**src/rtl/bgfc_pkg.sv**
```systemverilog
// shared types and constants of the four-colour backtracking search
package bgfc_pkg;

  localparam int unsigned MaxRegions  = 8;
  localparam int unsigned ColorCount  = 4;
  localparam int unsigned RowCount    = 8;
  localparam int unsigned VertexLimit = (MaxRegions < RowCount) ? MaxRegions : RowCount;

  localparam int unsigned IdxW   = $clog2(RowCount);
  localparam int unsigned DepthW = IdxW + 1;
  localparam int unsigned ColorW = 3;
  localparam int unsigned CountW = 4;

  typedef logic [RowCount-1:0] row_t;
  typedef row_t [RowCount-1:0] adj_rows_t;

  typedef enum logic [2:0] {
    StIdle,
    StScan,
    StPop,
    StEmit,
    StFail
  } search_state_e;

  typedef struct packed {
    logic [IdxW-1:0]   region;
    logic [ColorW-1:0] color;
    logic              found;
    logic              last;
  } result_t;

endpackage

```
**src/rtl/backtracking_graph_four_coloring_unit.sv**
```systemverilog
// top level of the four-colour backtracking graph colourer
//
// Usage: write the eight adjacency rows through the cfg port (cfg_idx_i selects the row,
// bit k of row v set when v neighbours k), then send one start transfer on the slave
// stream with region_count in tdata[3:0]. Counts of 0 are taken as 1 and counts above
// 8 as 8. The block colours vertices 0..n-1 by depth-first backtracking and then sends
// n result transfers (region, colour, found=1, tlast on the final one) on the master
// stream, or a single transfer with colour 0, found 0 and tlast when no colouring exists.
// Each trial colour of vertex v is checked against vertices 0..v-1 one at a time in the
// single clash comparator; a clash moves on to the next colour, and when all four fail
// the search backtracks to the previous vertex. Each result passes the output register.
// s_axis_tready_o is high only while no search is running.
// The result register lets the next start be taken while the last result still waits.
// When the receiver stalls, results hold in the output register and the search waits.
// Reset clears the adjacency rows to zero and returns the block to idle.
module backtracking_graph_four_coloring_unit (
  input  logic       clk_i,
  input  logic       rst_ni,
  input  logic       cfg_we_i,
  input  logic [2:0] cfg_idx_i,
  input  logic [7:0] cfg_wdata_i,
  input  logic       s_axis_tvalid_i,
  output logic       s_axis_tready_o,
  input  logic [7:0] s_axis_tdata_i,   // [3:0] region_count, [7:4] zero
  output logic       m_axis_tvalid_o,
  input  logic       m_axis_tready_i,
  output logic [7:0] m_axis_tdata_o,   // [2:0] region, [5:3] color, [7:6] zero
  output logic       m_axis_tuser_o,   // [0] found
  output logic       m_axis_tlast_o
);
  import bgfc_pkg::*;

  adj_rows_t         adj_q;
  logic [DepthW-1:0] count;
  logic [CountW-1:0] count_raw;
  logic              idle;
  logic              start;
  logic              res_valid;
  logic              res_ready;
  result_t           res;
  logic              out_valid_q;
  result_t           out_q;

  always_ff @(posedge clk_i or negedge rst_ni) begin
    if (!rst_ni) begin
      adj_q <= '0;
    end else if (cfg_we_i) begin
      adj_q[cfg_idx_i] <= cfg_wdata_i;
    end
  end

  assign count_raw = s_axis_tdata_i[CountW-1:0];

  always_comb begin
    if (count_raw == '0) begin
      count = DepthW'(1);
    end else if (count_raw > CountW'(VertexLimit)) begin
      count = DepthW'(VertexLimit);
    end else begin
      count = DepthW'(count_raw);
    end
  end

  assign s_axis_tready_o = idle;
  assign start           = s_axis_tvalid_i && idle;
  assign res_ready       = !out_valid_q || m_axis_tready_i;

  bgfc_search u_search (
    .clk_i       (clk_i),
    .rst_ni      (rst_ni),
    .start_i     (start),
    .count_i     (count),
    .adj_i       (adj_q),
    .idle_o      (idle),
    .res_valid_o (res_valid),
    .res_ready_i (res_ready),
    .res_o       (res)
  );

  always_ff @(posedge clk_i or negedge rst_ni) begin
    if (!rst_ni) begin
      out_valid_q <= 1'b0;
    end else if (res_ready) begin
      out_valid_q <= res_valid;
    end
  end

  always_ff @(posedge clk_i) begin
    if (res_ready && res_valid) begin
      out_q <= res;
    end
  end

  assign m_axis_tvalid_o = out_valid_q;
  assign m_axis_tdata_o  = {2'b00, out_q.color, out_q.region};
  assign m_axis_tuser_o  = out_q.found;
  assign m_axis_tlast_o  = out_q.last;

endmodule

```
**src/rtl/bgfc_search.sv**
```systemverilog
// backtracking sequencer with colour stack and a single shared clash comparator
module bgfc_search (
  input  logic                     clk_i,
  input  logic                     rst_ni,
  input  logic                     start_i,
  input  logic [bgfc_pkg::DepthW-1:0] count_i,
  input  bgfc_pkg::adj_rows_t      adj_i,
  output logic                     idle_o,
  output logic                     res_valid_o,
  input  logic                     res_ready_i,
  output bgfc_pkg::result_t        res_o
);
  import bgfc_pkg::*;

  search_state_e      state_q, state_d;
  logic [DepthW-1:0]  depth_q, depth_d;
  logic [DepthW-1:0]  n_q, n_d;
  logic [ColorW-1:0]  trial_q, trial_d;
  logic [IdxW-1:0]    k_q, k_d;
  logic [IdxW-1:0]    idx_q, idx_d;
  logic [ColorW-1:0]  stack_q [RowCount];

  logic [IdxW-1:0]    rd_idx;
  logic [ColorW-1:0]  rd_color;
  logic [DepthW-1:0]  pop_depth;
  logic               clash;
  logic               stack_we;
  logic               emit_last;

  assign pop_depth = depth_q - DepthW'(1);

  always_comb begin
    case (state_q)
      StPop:   rd_idx = pop_depth[IdxW-1:0];
      StEmit:  rd_idx = idx_q;
      default: rd_idx = k_q;
    endcase
  end

  assign rd_color = stack_q[rd_idx];

  // shared compare unit: one earlier vertex per cycle
  assign clash = adj_i[depth_q[IdxW-1:0]][k_q] && (rd_color == trial_q);

  assign emit_last = ({1'b0, idx_q} + DepthW'(1)) == n_q;

  always_comb begin
    state_d     = state_q;
    depth_d     = depth_q;
    n_d         = n_q;
    trial_d     = trial_q;
    k_d         = k_q;
    idx_d       = idx_q;
    stack_we    = 1'b0;
    res_valid_o = 1'b0;
    res_o       = '0;
    case (state_q)
      StIdle: begin
        if (start_i) begin
          n_d     = count_i;
          depth_d = '0;
          trial_d = ColorW'(1);
          k_d     = '0;
          state_d = StScan;
        end
      end
      StScan: begin
        if ({1'b0, k_q} == depth_q) begin
          stack_we = 1'b1;
          depth_d  = depth_q + DepthW'(1);
          trial_d  = ColorW'(1);
          k_d      = '0;
          if (depth_q + DepthW'(1) >= n_q) begin
            idx_d   = '0;
            state_d = StEmit;
          end
        end else if (clash) begin
          k_d = '0;
          if (trial_q == ColorW'(ColorCount)) begin
            state_d = (depth_q == '0) ? StFail : StPop;
          end else begin
            trial_d = trial_q + ColorW'(1);
          end
        end else begin
          k_d = k_q + IdxW'(1);
        end
      end
      StPop: begin
        depth_d = pop_depth;
        k_d     = '0;
        if (rd_color == ColorW'(ColorCount)) begin
          if (pop_depth == '0) begin
            state_d = StFail;
          end
        end else begin
          trial_d = rd_color + ColorW'(1);
          state_d = StScan;
        end
      end
      StEmit: begin
        res_valid_o  = 1'b1;
        res_o.region = idx_q;
        res_o.color  = rd_color;
        res_o.found  = 1'b1;
        res_o.last   = emit_last;
        if (res_ready_i) begin
          idx_d = idx_q + IdxW'(1);
          if (emit_last) begin
            trial_d = ColorW'(1);
            state_d = StIdle;
          end
        end
      end
      StFail: begin
        res_valid_o = 1'b1;
        res_o.last  = 1'b1;
        if (res_ready_i) begin
          depth_d = '0;
          trial_d = ColorW'(1);
          state_d = StIdle;
        end
      end
      default: state_d = StIdle;
    endcase
  end

  assign idle_o = (state_q == StIdle);

  always_ff @(posedge clk_i or negedge rst_ni) begin
    if (!rst_ni) begin
      state_q <= StIdle;
      depth_q <= '0;
      n_q     <= DepthW'(1);
      trial_q <= ColorW'(1);
      k_q     <= '0;
      idx_q   <= '0;
    end else begin
      state_q <= state_d;
      depth_q <= depth_d;
      n_q     <= n_d;
      trial_q <= trial_d;
      k_q     <= k_d;
      idx_q   <= idx_d;
    end
  end

  always_ff @(posedge clk_i) begin
    if (stack_we) begin
      stack_q[depth_q[IdxW-1:0]] <= trial_q;
    end
  end

  a_depth_bound : assert property (@(posedge clk_i) disable iff (!rst_ni)
    (state_q != StIdle) |-> (depth_q <= n_q))
    else $error("stack depth above vertex count");

  a_trial_range : assert property (@(posedge clk_i) disable iff (!rst_ni)
    (state_q == StScan) |-> (trial_q >= ColorW'(1) && trial_q <= ColorW'(ColorCount)))
    else $error("trial colour out of range during scan");

  a_scan_index : assert property (@(posedge clk_i) disable iff (!rst_ni)
    (state_q == StScan) |-> ({1'b0, k_q} <= depth_q && depth_q < n_q))
    else $error("scan index past current vertex");

  a_push_step : assert property (@(posedge clk_i) disable iff (!rst_ni)
    (state_q == StScan && stack_we) |=> (depth_q == $past(depth_q) + DepthW'(1)))
    else $error("push did not advance depth");

endmodule
```
**config.mk**
```make
export PLATFORM = sky130hd
export DESIGN_NAME = backtracking_graph_four_coloring_unit
export DESIGN_NICKNAME = d
export VERILOG_FILES = /design/src/rtl/bgfc_pkg.sv /design/src/rtl/backtracking_graph_four_coloring_unit.sv /design/src/rtl/bgfc_search.sv
export SDC_FILE = /design/constraint.sdc
export NUM_CORES = 1
export LEC_CHECK = 0
export BUFFER_PORTS_ARGS = -buffer_cell sky130_fd_sc_hd__buf_2
export CAP_MARGIN = 20
export CORE_MARGIN = 3
export CORE_UTILIZATION = 38
export CTS_BUF_LIST = sky130_fd_sc_hd__clkbuf_8 sky130_fd_sc_hd__clkbuf_16
export DETAILED_ROUTE_END_ITERATION = 12
export PLACE_DENSITY = 0.6
export SYNTH_ARGS = -nofsm -noshare
export SYNTH_HDL_FRONTEND = slang
export SYNTH_SLANG_ARGS = --single-unit
```
**constraint.sdc**
```tcl
create_clock -name clk_i -period 7.4 [get_ports clk_i]
set_input_delay 0.37 -clock clk_i [delete_from_list [all_inputs] [get_ports clk_i]]
set_output_delay 0.37 -clock clk_i [all_outputs]
set_load 0.05 [all_outputs]
```
Yosys cells after proc, flatten, opt, wreduce, memory -nomap -nowiden
Memory sizes are Yosys's and may differ from the RTL's.
Index checks and enable logic that the tools add are counted.
{ "totals": {"reg_bits": 93, "ram_bits": 24, "inputBits": 24, "output_inout_bits": 12, "elab_cells": 124, "mem_count": 1} }
{ "classes": {"add_sub_neg": 7, "magnitude_cmp": 6, "n_eq_ne": 21, "mux": 49, "reduce_logical": 21} }
{ "mem_list": {"columns": ["name", "depth", "width", "rd", "rd_ports_with_merged_regs", "wr", "line_no", "rtl"], "rows": [
  ["u_search.stack_q", 8, 3, 1, 0, 1, "bgfc_search.sv:21", "logic [ColorW-1:0] stack_q [RowCount];"]
]} }
{ "op_table": {"columns": ["operator", "n"], "rows": [
  ["$mux W3", 24],
  ["$bwmux W64", 1],
  ["$pmux W3 S5", 2],
  ["$bmux W8 S3", 1],
  ["$demux W8 S3", 1],
  ["$mux W4", 5],
  ["$mux W8", 2],
  ["$pmux W4 S4", 1],
  ["$reduce_and A8 Y1", 2],
  ["$add A3 B1 Y3 const B", 4],
  ["$logic_not A4 Y1", 3],
  ["$lt A3 B4 Y1 const B", 3],
  ["$pmux W3 S2", 2],
  ["$eq A3 B3 Y1 const B", 3],
  ["$pmux W3 S3", 1],
  ["$ne A2 B1 Y1 const B", 4],
  ["$reduce_and A4 Y1", 2],
  ["$mux W1", 7],
  ["$eq A3 B2 Y1 const B", 2],
  ["$ne A2 B2 Y1 const B", 3],
  ["$ne A3 B1 Y1 const B", 2],
  ["$ne A3 B3 Y1 const B", 2],
  ["$reduce_bool A5 Y1", 1],
  ["$add A3 B1 Y4 const B", 1],
  ["other kinds (21)", 25]
]} }

Logic depth before layout (Yosys ltp)
{ "logic_depth": {"word_depth": 8, "ltp_mapped": 16, "ltp_nobuf": 14} }

Modules after synthesis
Synthesis repeated with hierarchy kept, for this count alone.
{ "hier_totals": {"cells_unflattened": 540, "area_unflattened_um2": 6372.4} }
{ "modules_own_cells": {"columns": ["mod", "n_inst", "cells_each", "area_each_um2", "seq_area_each_um2"], "rows": [
  ["bgfc_search", 1, 376, 3580.9, 1223.7],
  ["backtracking_graph_four_coloring_unit", 1, 164, 2791.4, 1866.8]
]} }

Least setup slack after synthesis
No wires, ideal clock.
{ "synth_timing": {"path_kind": "reg2reg", "startpoint": "register u_search.depth_q[0]", "endpoint": "register u_search.trial_q[0]", "setup_time_ps": 85, "arrival_time_ps": 3220, "required_ps": 7315, "slack_ps": 4096, "stages_incl_launch_ff": 14, "path_buffers": 2, "synth_period_minus_slack_ps": 3304, "path_cell_list": "dfrtp_1 > buf_6 > clkbuf_1 > inv_1 > ha_1 > xnor2_1 > a221oi_1 > o221ai_1 > and2_1 > ha_1 > and3_1 > nor3_2 > nand2_1 > mux2_1"} }
{ "synth_via": {"elab_chain_cells": 7, "elab_cells_between_ends": 19, "classes_between": "2 x add/sub; 6 x eq/ne; 8 x mux; 2 x reduce/logical; 1 x memory"} }
{ "synth_lines": {"columns": ["item", "line_no", "rtl"], "rows": [
  ["from (decl)", "bgfc_search.sv:16", "logic [DepthW-1:0] depth_q, depth_d;"],
  ["from (signal assigned)", "bgfc_search.sv:139", "depth_q <= depth_d;"],
  ["parallel branches: the longest is 7 deep, another holds $sub A4 B1 Y4", null, null],
  ["to (signal assigned)", "bgfc_search.sv:134", "trial_q <= ColorW'(1);"],
  ["to (signal assigned)", "bgfc_search.sv:141", "trial_q <= trial_d;"],
  ["to (decl)", "bgfc_search.sv:18", "logic [ColorW-1:0] trial_q, trial_d;"]
]} }
Several ways; the timed one is not identified. The select of a mux whose other input is x is not followed.
A chain may end at the register's enable or synchronous reset.

Final worst setup path
{ "layout_timing": {"startpoint": "register u_search.state_q[1]", "endpoint": "register u_search.trial_q[0]"} }
{ "layout_via": {"elab_chain_cells": 7, "elab_cells_between_ends": 23, "classes_between": "1 x add/sub; 13 x eq/ne; 3 x mux; 5 x reduce/logical; 1 x memory"} }
{ "layout_lines": {"columns": ["item", "line_no", "rtl"], "rows": [
  ["from (decl)", "bgfc_search.sv:15", "search_state_e state_q, state_d;"],
  ["from (signal assigned)", "bgfc_search.sv:131", "state_q <= StIdle;"],
  ["from (signal assigned)", "bgfc_search.sv:138", "state_q <= state_d;"],
  ["parallel branches: the longest is 7 deep, another holds $mem_v2 Z8 W3", null, null]
]} }
Several ways; the timed one is not identified. The select of a mux whose other input is x is not followed.

==> results.txt <==
----------------------------------------------------
[Die]
  Vertical extent of the die ... 134 um
  DIE AREA ... 0.0180 mm^2
  Initial core utilization ... 39.0%
  Number of primary I/O pins ... 36
  Core area ... 0.0160 mm^2
  Count of standard-cell rows ... 46
  Horiz. Die Dim ... 134 um

[Setup path]
  Dominant delay contributor by cell family on the critical path ... simple AND/OR/NAND/NOR gates
  Startpoint class of the critical path ... register
  Arr. time, crit path ... 4.20 ns
  Count of buffering cells on the critical path with inverters included ... 0
  Maximum fanout along the worst path ... 16
  WP data required ... 7.74 ns
  Critical path's slowest cell ... nor2_1
  Slowest cell delay on critical path ... 0.76 ns
  Sort of element at the end of the critical path ... register
  Cell Chain, Critical Path ... nand2b_1 > nor2_1 > a221o_1 > o221ai_1 > and2_1 > ha_1 > and3_1 > nor3_2 > nand2_1 > mux2_1
  Crit path kind ... reg -> reg

[Logic synthesis]
  Average footprint of a synthesized cell ... 11.7 um^2
  Most numerous cell types in the synthesized netlist ... dfrtp_1, mux2_2, nand2_1, edfxtp_1, nor2_1
  Library cells used by synthesis ... 65
  Synth area leaders ... dfrtp_1, edfxtp_1, mux2_2, mux2i_1, ha_1
  Async set-or-reset flop fraction in the synthesized netlist ... 72.6%
  Top cell type by total area after synthesis ... dfrtp_1
  Register bit total from synthesis ... 117
  Portion of the post-synthesis area used by sequential elements ... 49.5%
  Post-synth design cell area ... 0.00624 mm^2
  Warnings from Yosys ... 0
  Fraction of synthesized cell area taken by the top area cell type ... 33.3%
  Most frequently used flop master after synthesis ... dfrtp_1
  Count of flip-flops with a built-in enable after synthesis ... 32
  Gate count after technology mapping ... 531
  Cell with the most instances after synthesis ... dfrtp_1

[Global routing]
  Vias in the first global route ... 4489
  Number of antenna violations at the first check in global routing ... 0
  Total GRT Usage ... 16.5%
  Gr ovfl total ... 0
  Maximum number of pins on one net before global-route repair ... 78
  First-pass GRT wire length ... 23500 um

[Power and ir drop]
  LEAKAGE ... 2.92 nW
  Power per standard cell area ... 423 mW/mm^2
  VDD IR-drop max ... 0.201 mV

[Worst hold path]
  Worst hold-check path type ... in -> reg

[Timing]
  Achievable frequency ... 259 MHz
  Count of endpoints failing hold in the final timing report ... 0
  Slew at the pin with the worst max-slew slack ... 0.973 ns
  Normalized max-slew margin ... 35.1%
  Final setup viols ... 0
  Post-route clock skew ... 0.00783 ns
  Portion of the clock cycle consumed by the worst path in the final layout ... 52.2%
  Number of max-slew violations in the final report ... 0
  Setup repair after global routing missed its margin ... no
  Post-Route Setup TNS ... 0 ns
  Post-route minimum period ... 3.86 ns

[Clock tree]
  H-tree levels ... 4
  Sinks on the clock net ... 117
  Num CTS Buffers ... 17
  Clock network latency to the later pin of the worst-skew pair ... 0.41 ns
  Clock transition at the register clock pins on the worst setup and hold paths after CTS ... 0.05 ns
  Post-CTS setup buffer count ... 0
  TritonCTS clock tree ... done
  Count of instances resized after the clock tree is built ... 0
  Longest Clk Path Bufs ... 2
  Master cell of the clock root buffer ... clkbuf_16

[Final layout]
  Post-route standard cell area excluding fillers ... 0.00713 mm^2
  Antenna cells ... 0
  Number of nets in the finished design ... 593
  Share of layout cells above drive strength 1 ... 28.3%
  Area grow syn2layout ... 14.2%

[Placed design]
  Placed cell areas ... 0.00655 mm^2
  Port Buffers ... 29
  Final Wtd Congestion ... 0.877
  Detailed Place HPWL ... 9370 um

[Outcome]
  Outcome ... completed

[Route]
  Post-detailed-route count of antenna-violating nets ... 0
  Final routed wire length divided by cell count ... 17.7 um
  Iter 0 DRT Violations ... 324
  Detailed-route vias per instance ... 5.50
  Count of unresolved DRC violations after routing ... 0
  Wirelength, routed ... 13900 um
  Routed vias ... 4320
  Detailed-routing iteration count for the pre-antenna-repair pass ... 4

[Run]
  Number of max-capacitance violations reported ... 0

----------------------------------------------------
[final timing paths]
| kind | startpoint | to | slack (ns) | depth (start not counted) |
|---|---|---|---|---|
| max | u_search.state_q[1]$_DFFE_PN0P_ | u_search.trial_q[0]$_DFFE_PN1P_ | 3.54 | 10 |
| min | s_axis_tdata_i[3] | u_search.n_q[0]$_DFFE_PN1P_ | 0.15 | 2 |
| max reg2reg | u_search.state_q[1]$_DFFE_PN0P_ | u_search.trial_q[0]$_DFFE_PN1P_ | 3.54 | 10 |
| min reg2reg | adj_q[51]$_DFFE_PN0P_ | adj_q[51]$_DFFE_PN0P_ | 0.50 | 1 |
| max in group asynchronous | rst_ni | adj_q[52]$_DFFE_PN0P_ | 5.89 | 3 |
| min in group asynchronous | rst_ni | u_search.idx_q[1]$_DFFE_PN0P_ | 0.33 | 2 |
[per-stage QoR]
stage	hold slack [ns]	util [%]	power, mW	worst slack [ns]	std cells
2_1_floorplan	0.0744	-	1.97	4.10	532
3_3_place_gp	0.206	41.0	2.22	3.62	752
3_5_place_dp	0.206	41.0	2.25	3.59	752
4_1_cts	0.129	44.5	3.04	3.55	785
5_1_grt	0.160	44.5	3.23	3.11	785
6_report	0.146	44.5	3.02	3.54	785
[cells by family after synthesis]
group	share of synthesized area, %
simple gates	11.8
xor+xnor	1.81
mux	18.5
compound gates	12.1
other cells	0.0601
buf+inv	3.59
fa+ha+maj	2.61
flops	49.5
[power breakdown]
group	internal (mW)	total (mW)	switching, mW
sequential	0.836	0.958	0.122
combinational	0.517	1.29	0.777
clock	0.473	0.764	0.291
[cell type report]
| class | count | area, um^2 |
|---|---|---|
| timing repair buffer | 35 | 195 |
| clock buffer | 20 | 489 |
| sequential | 117 | 3090 |
| inverter | 16 | 60.1 |
| tap | 216 | 270 |
| fill | 1523 | 8870 |
| clock inverter | 12 | 73.8 |
| multi-input combinational | 369 | 2950 |
[worst reg2reg max path, delay by kind of cell (launching register included)]
family / cells / cell delay [ns]
AND/OR/NAND/NOR: 6 / 2.05
AO/OA/AOI/OAI: 2 / 0.61
flip-flops: 1 / 0.60
multiplexers: 1 / 0.32
adder cells (fa/ha/maj): 1 / 0.21
[flip-flops by register name (all words and copies together), names as in the netlist]
name,flops
adj_q,64
m_axis_tdata_o,6
m_axis_tlast_o,1
m_axis_tuser_o,1
m_axis_tvalid_o,1
u_search.depth_q,4
u_search.idx_q,3
u_search.k_q,3
u_search.n_q,4
u_search.stack_q,24
u_search.state_q,3
u_search.trial_q,3
[layer usage]
layer,global-route usage [%],wire length [um],vias up
li1,-,-,2034
met1,21.8,6450,2186
met2,26.8,6780,88
met3,4.05,549,12
met4,5.37,135,0
met5,0,0,-
[layout by cell type (no fill, tap or decap), types with 5 or more instances in the layout]
master and instances:
buf_2 28, o21ai_0 21, xor2_1 6, buf_4 6, mux2i_1 18, and3_1 6, nor2b_1 6, ha_1 13
a21oi_1 8, o31ai_1 7, nor3_1 9, nand2b_1 10, edfxtp_1 32, mux2_2 73, xnor2_1 5, and2_1 6
a211o_1 5, nand2_1 41, clkbuf_16 19, inv_1 17, mux4_2 5, a211oi_1 5, nand3_1 11, o311ai_0 6
a31oi_1 10, nor2_1 30, dfrtp_1 83
[timing repair]
item                                    in CTS  in global routing
hold buffers                                 1                  0
endpoints found under the setup margin       0                  0
hold endpoints to repair                     8                  0
Power figures use the tool's default switching activity.
